==> config.mk <==
export PLATFORM = sky130hd
export DESIGN_NAME = recency_shift_list
export DESIGN_NICKNAME = d
export VERILOG_FILES = /design/src/rtl/rsl_pkg.sv /design/src/rtl/recency_shift_list.sv
export VERILOG_INCLUDE_DIRS = /design/src /design/src/rtl
export SDC_FILE = /design/constraint.sdc
export NUM_CORES = 1
export LEC_CHECK = 0
export BUFFER_PORTS_ARGS = -buffer_cell sky130_fd_sc_hd__buf_2
export CORE_ASPECT_RATIO = 1.5
export CORE_MARGIN = 3
export CORE_UTILIZATION = 35
export DETAILED_ROUTE_END_ITERATION = 8
export GPL_ROUTABILITY_DRIVEN = 0
export SLEW_MARGIN = 15
export SYNTH_ARGS = -nofsm -noshare
export SYNTH_HDL_FRONTEND = slang
export SYNTH_SLANG_ARGS = --single-unit
==> constraint.sdc <==
create_clock -name clk -period 6.35 [get_ports clk]
set_input_delay 0.9525 -clock clk [delete_from_list [all_inputs] [get_ports clk]]
set_output_delay 0.9525 -clock clk [all_outputs]
set_load 0.05 [all_outputs]
==> src/rtl/assert_macros.svh <==
// Assertion macros shared by the RTL of the recency shift list.
// No dependencies; files that assert take this header by include.
`ifndef ASSERT_MACROS_SVH
`define ASSERT_MACROS_SVH

// Same-cycle implication, checked outside reset.
`define RSL_ASSERT_IMP(lbl, clk_s, rst_n_s, ante, cons) \
	lbl: assert property (@(posedge clk_s) disable iff (!rst_n_s) (ante) |-> (cons)) \
		else $error("assertion failed");

// Next-cycle implication, checked outside reset.
`define RSL_ASSERT_NXT(lbl, clk_s, rst_n_s, ante, cons) \
	lbl: assert property (@(posedge clk_s) disable iff (!rst_n_s) (ante) |=> (cons)) \
		else $error("assertion failed");

`endif

==> src/rtl/rsl_pkg.sv <==
// Package for the recency shift list: command codes, field widths, empty code.
// No dependencies.
package rsl_pkg;

	localparam int unsigned CMD_W   = 2;
	localparam int unsigned VALUE_W = 8;
	localparam int unsigned INDEX_W = 6;

	localparam logic [VALUE_W-1:0] EMPTY_CODE = 8'hFF;

	typedef enum logic [CMD_W-1:0] {
		CMD_PUSH   = 2'd0,
		CMD_READ   = 2'd1,
		CMD_REMOVE = 2'd2,
		CMD_NONE   = 2'd3
	} cmd_t;

endpackage

==> src/rtl/recency_shift_list.sv <==
// Recency shift list: DEPTH location codes, newest at position 0.
// Uses rsl_pkg and assert_macros.svh.
//
//  channel | direction | handshake            | words
//  --------+-----------+----------------------+---------------------------
//  in      | input     | in_valid / in_stall  | command, value, index
//  out     | output    | out_valid / out_stall| read_value, hit
//
// Push, unused command, out-of-range read: accept goes straight to ST_DONE, which
// loads the output word, then ST_IDLE takes the next input word; read: ST_READ first
// (one registered list read). Remove: ST_SCAN; one comparator walks the list from the
// oldest entry toward position 0, one entry per cycle, and stops at the first match.
// A finished word holds in ST_DONE while the output register is full and stalled,
// and the input stays stalled meanwhile. Reset empties every entry and the output.
`include "assert_macros.svh"

module recency_shift_list #(
	parameter int unsigned DEPTH = 8
) (
	input  logic                        clk,
	input  logic                        arst_n,
	input  logic                        in_valid,
	output logic                        in_stall,
	input  logic [rsl_pkg::CMD_W-1:0]   command,
	input  logic [rsl_pkg::VALUE_W-1:0] value,
	input  logic [rsl_pkg::INDEX_W-1:0] index,
	output logic                        out_valid,
	input  logic                        out_stall,
	output logic [rsl_pkg::VALUE_W-1:0] read_value,
	output logic                        hit
);

	localparam int unsigned PW = (DEPTH > 1) ? $clog2(DEPTH) : 1;
	localparam logic [PW-1:0] LAST = PW'(DEPTH - 1);

	typedef enum logic [1:0] {
		ST_IDLE,
		ST_READ,
		ST_SCAN,
		ST_DONE
	} state_t;

	state_t                        state_q;
	logic [rsl_pkg::VALUE_W-1:0]   entries_q [DEPTH];
	logic [PW-1:0]                 ptr_q;
	logic [rsl_pkg::VALUE_W-1:0]   value_q;
	logic [rsl_pkg::VALUE_W-1:0]   res_value_q;
	logic                          res_hit_q;
	logic                          out_valid_q;
	logic [rsl_pkg::VALUE_W-1:0]   read_value_q;
	logic                          hit_q;

	logic                          accept;
	logic                          in_range;
	logic [rsl_pkg::VALUE_W-1:0]   probe;
	logic                          match;
	logic                          out_free;

	assign in_stall  = (state_q != ST_IDLE);
	assign accept    = in_valid && !in_stall;
	assign in_range  = ({1'b0, index} < (rsl_pkg::INDEX_W + 1)'(DEPTH));
	// Single read port of the list, shared by read and remove.
	assign probe     = entries_q[ptr_q];
	assign match     = (probe == value_q);
	assign out_free  = !out_valid_q || !out_stall;

	assign out_valid  = out_valid_q;
	assign read_value = read_value_q;
	assign hit        = hit_q;

	always_ff @(posedge clk or negedge arst_n) begin
		if (!arst_n) begin
			state_q      <= ST_IDLE;
			out_valid_q  <= 1'b0;
			for (int k = 0; k < DEPTH; k++) begin
				entries_q[k] <= rsl_pkg::EMPTY_CODE;
			end
		end else begin
			case (state_q)
				ST_IDLE: begin
					if (accept) begin
						value_q     <= value;
						res_value_q <= rsl_pkg::EMPTY_CODE;
						res_hit_q   <= 1'b0;
						state_q     <= ST_DONE;
						case (rsl_pkg::cmd_t'(command))
							rsl_pkg::CMD_PUSH: begin
								// advance every entry one place older
								for (int k = 1; k < DEPTH; k++) begin
									entries_q[k] <= entries_q[k-1];
								end
								entries_q[0] <= value;
							end
							rsl_pkg::CMD_READ: begin
								if (in_range) begin
									ptr_q   <= index[PW-1:0];
									state_q <= ST_READ;
								end
							end
							rsl_pkg::CMD_REMOVE: begin
								ptr_q   <= LAST;
								state_q <= ST_SCAN;
							end
							default: begin
							end
						endcase
					end
				end
				ST_READ: begin
					res_value_q <= probe;
					res_hit_q   <= 1'b1;
					state_q     <= ST_DONE;
				end
				ST_SCAN: begin
					if (match) begin
						// close the gap at ptr_q, empty the newest place
						for (int k = 1; k < DEPTH; k++) begin
							if (PW'(k) <= ptr_q) begin
								entries_q[k] <= entries_q[k-1];
							end
						end
						entries_q[0] <= rsl_pkg::EMPTY_CODE;
						res_hit_q    <= 1'b1;
						state_q      <= ST_DONE;
					end else if (ptr_q == '0) begin
						state_q <= ST_DONE;
					end else begin
						ptr_q <= ptr_q - 1'b1;
					end
				end
				ST_DONE: begin
					if (out_free) begin
						state_q <= ST_IDLE;
					end
				end
				default: begin
					state_q <= ST_IDLE;
				end
			endcase

			// output register: load a finished word, drop a taken one
			if (state_q == ST_DONE && out_free) begin
				out_valid_q  <= 1'b1;
				read_value_q <= res_value_q;
				hit_q        <= res_hit_q;
			end else if (out_valid_q && !out_stall) begin
				out_valid_q <= 1'b0;
			end
		end
	end

	`RSL_ASSERT_NXT(a_push_lands, clk, arst_n, accept && command == rsl_pkg::CMD_PUSH, entries_q[0] == $past(value))
	`RSL_ASSERT_IMP(a_scan_ptr, clk, arst_n, state_q == ST_SCAN, ptr_q <= LAST)
	`RSL_ASSERT_IMP(a_data_hit, clk, arst_n, out_valid_q && read_value_q != rsl_pkg::EMPTY_CODE, hit_q)
	`RSL_ASSERT_NXT(a_one_word, clk, arst_n, accept, in_stall)

endmodule
==> results.md <==
* Status: finished clean
* Overall power after layout at approximately 2.9 mW
* Slew @ Worst Pin at 0.8682 ns
* FFs w/ async S/R, synth at 69.79%
* Number of setup violations in the final report at 0
* Worst Min Path Start: res_value_q[0]$_SDFFCE_PP1P_
* Drt initial violations at 128
* Antenna violations before repair at 0
* DR vias at 2578
* CTS H-Tree Depth at 3
* Synth Net Count at 344
* Net count reported at finish at 372
* Worst reg2reg path startpoint: ptr_q[0]$_DFFE_PP_
* Global-route wire length before repair at 15.46 mm
* Data arrival time of the critical path at roughly 4.2 ns
* First element of the critical path: ptr_q[0]$_DFFE_PP_
* Final global-route overflow total at 0
* Count of hold-fix buffers inserted at cts at 0
* Clk slew on worst S/H paths at approximately 0.070 ns
* Number of endpoints with negative hold slack in the final report at 0
* Vias in the first global route at approximately 2800
* Summed instance area of the synthesized netlist at 0.004666 mm²
* Cell count of the worst hold path at 0
* Fraction of the yosys area taken by sequential cells at 56.32%
* Worst min-delay path class: register to register
* Startpoint Class: register
* Routed wire length at roughly 9.8 mm
* Pin count of the biggest net entering global routing at 66
* Layout cell share with drive strength beyond 1 at 53.96%
* Clock Tree Buf Depth at 2
* Minimum setup slack in the final design at 2.378 ns
* Clock tree from TritonCTS: done
* M1 GR Usage at between 10% and 20%
* Met2 usage at around a quarter
* Final-layout worst hold slack at 0.4267 ns
* Fraction of synthesized cell area taken by the top area cell type at a little over a third
* Synth Register Bits at 96
* # diodes at 0
* Most frequent cells after synthesis: dfstp_2 (64), mux2_2 (47), edfxtp_1 (29), mux2_4 (16)
* Final total negative setup slack at 0 ns
* Peak ir drop on the vdd network at between 0.1 and 0.15 mV
* Count of mapped cells out of synthesis at a little over 300
* Final cell area excluding filler cells at 0.005202 mm²
* Number of slew-limit violations in the final report at 0
* Met3 capacity usage during global routing at 2.550%
* Die width at 100.3 µm
* Most repeated cell in the gate-level netlist after synthesis: dfstp_2
* Area growth from synthesis to layout at 11.50%
* Overall fraction of global-route tracks in use at 13.92%
* Biggest fanout along the worst timing path at 17
* Die footprint at approximately 0.015 mm²
* Standby leakage power at between 2 and 2.5 nW
* Chip Height at approximately 150 µm
* Cell Area, Placed at 0.004938 mm²
* Post-synth EDFFs at 29
* Critical path class: register to register
* Initial core utilization at 35.84%
* Portion of the clock cycle consumed by the worst path in the final layout at 62.56%
* Number of primary I/O pins at 31
* Warnings, synthesis at 0
* Type of element capturing the critical path: register
* Combined flip-flop and latch cell area at roughly 0.0026 mm²
* Number of routed nets with antenna violations at 0
* Max transition margin at 42.12%
* Worst slack after detailed placement at 2.380 ns
* Cell type contributing the most total cell area after synthesis: dfstp_2
* Number of sinks on the clock net at 96
* Min Tclk post-route at 3.972 ns
* Number of core rows at roughly 50
* Number of max-cap violations at 0
* Number of cells upsized or downsized after cts at 0
* 1st-pass router iterations at 4
* Syn Area/Cell at 15.10 µm²
* Power density over the cells at 551.4 mW/mm²
* Number of I/O port buffers at 30
* Worst Path Required at 6.61 ns
* Routed wire length per instance at 19.63 µm
* Area of the core region at about 0.013 mm²
* Half-perimeter wire length after placement at 7.238 mm
* Drc violations at 0
* Unique masters post-synth at 43
* Number of buffers inserted to repair setup after CTS at 0
* Cell chosen for the clock root: clkbuf_16
* Clk_skew at about 0.0065 ns
* GR peak layer: met2
* Flip-flop cell with the highest count after synthesis: dfstp_2
* R2r worst-path depth at 7
* Fill count at 1206
* Insertion delay of the later-clocked pin in the worst-skew pair at 0.34 ns
* Footprint of the multi-input gates at roughly 0.0019 mm²
* Max Clock Freq at 251.7 MHz
* Average via count per standard cell at 5.156
* Number of buffers added by the clock tree synthesis step at 9
* Largest cells by area after synthesis: dfstp_2 (36%), edfxtp_1 (19%), mux2_2 (11%)
* Unrepaired setup endpoints after global routing: false
[cell type report]
class	instances	area share (%)
repair buffers	32	3.175
clock buffers	10	4.401
clock inverters	5	0.6734
flip-flops and latches	96	50.51
multi-input cells	189	36.77
inverters	9	0.6494
well taps	159	3.824
[flip-flops by register name, summed over array words and instances, names as in the netlist]
register     flops
read_value       8
res_value_q      8
state_q          2
res_hit_q        1
entries_q       64
ptr_q            3
hit              1
out_valid        1
value_q          8
[routing by layer]
metal	vias to the layer above	wire, µm
met2	34	5473
li1	1202	-
met5	-	0
met1	1335	3942
met4	0	145
met3	7	256
[metrics by stage]
stage | instances | util (%)
4_1_cts | 500 | 39.97
2_1_floorplan | 309 | -
3_5_place_dp | 485 | 37.94
5_1_grt | 500 | 39.97
6_report | 500 | 39.97
3_3_place_gp | 485 | 37.94
[cell families (layout without fill, tap and decap cells)]
kind of cell	count (synthesis)	in the layout	synth area share, %
xor gates and xnor gates	9	9	1.690
muxes	87	87	24.38
and+or+nand+nor	38	38	4.023
DFF	96	96	56.32
buffers and inverters	24	56	2.682
AOI/OAI and AO/OA	40	40	6.892
adders and majority gates	15	15	4.023
[final timing paths]
kind	slack, ns	to
hold / removal	0.43	read_value[0]$_DFFE_PP_
max in group asynchronous	4.88	entries_q[15]$_DFFE_PN1P_
hold reg to reg	0.43	read_value[0]$_DFFE_PP_
min in group asynchronous	0.46	out_valid$_DFFE_PN0P_
setup / recovery	2.38	entries_q[19]$_DFFE_PN1P_
setup reg to reg	2.38	entries_q[19]$_DFFE_PN1P_
[layout by cell type (no fill, tap or decap), types with 2 or more instances in the layout]
master | synthesis | final
inv_1 | 9 | 9
mux2i_1 | 15 | 15
nor2b_1 | 2 | 2
o31ai_4 | 2 | 2
clkinv_4 | 0 | 2
buf_2 | 4 | 30
buf_4 | 0 | 2
nor2_1 | 6 | 6
o22ai_1 | 3 | 3
a21oi_1 | 9 | 9
xnor2_1 | 6 | 6
edfxtp_1 | 29 | 29
nand2b_1 | 6 | 6
dfrtp_1 | 3 | 3
mux2_4 | 16 | 16
a211o_1 | 2 | 2
dfstp_2 | 64 | 64
mux2_2 | 47 | 47
nor3_1 | 6 | 6
o21ai_0 | 3 | 3
clkinv_2 | 0 | 2
nand2_1 | 13 | 13
mux4_2 | 5 | 5
xor2_1 | 3 | 3
mux4_1 | 4 | 4
o22a_1 | 8 | 8
clkbuf_16 | 0 | 9
a221o_1 | 2 | 2
ha_1 | 15 | 15
[worst max-delay path, stage by stage, from the launching register on]
cell	delay, ns
edfxtp_1	0.78
mux4_1	0.70
mux2i_1	0.31
xnor2_1	0.13
nor3_2	0.19
nand4_1	0.57
o31ai_4	0.79
mux2_2	0.41
[report_power, final]
part / switching, mW / internal, mW
sequential: 0.195 / 1.07
combinational: 0.536 / 0.573
clock: 0.226 / 0.263
total: 0.957 / 1.91
(Power assumes the default switching activity.)
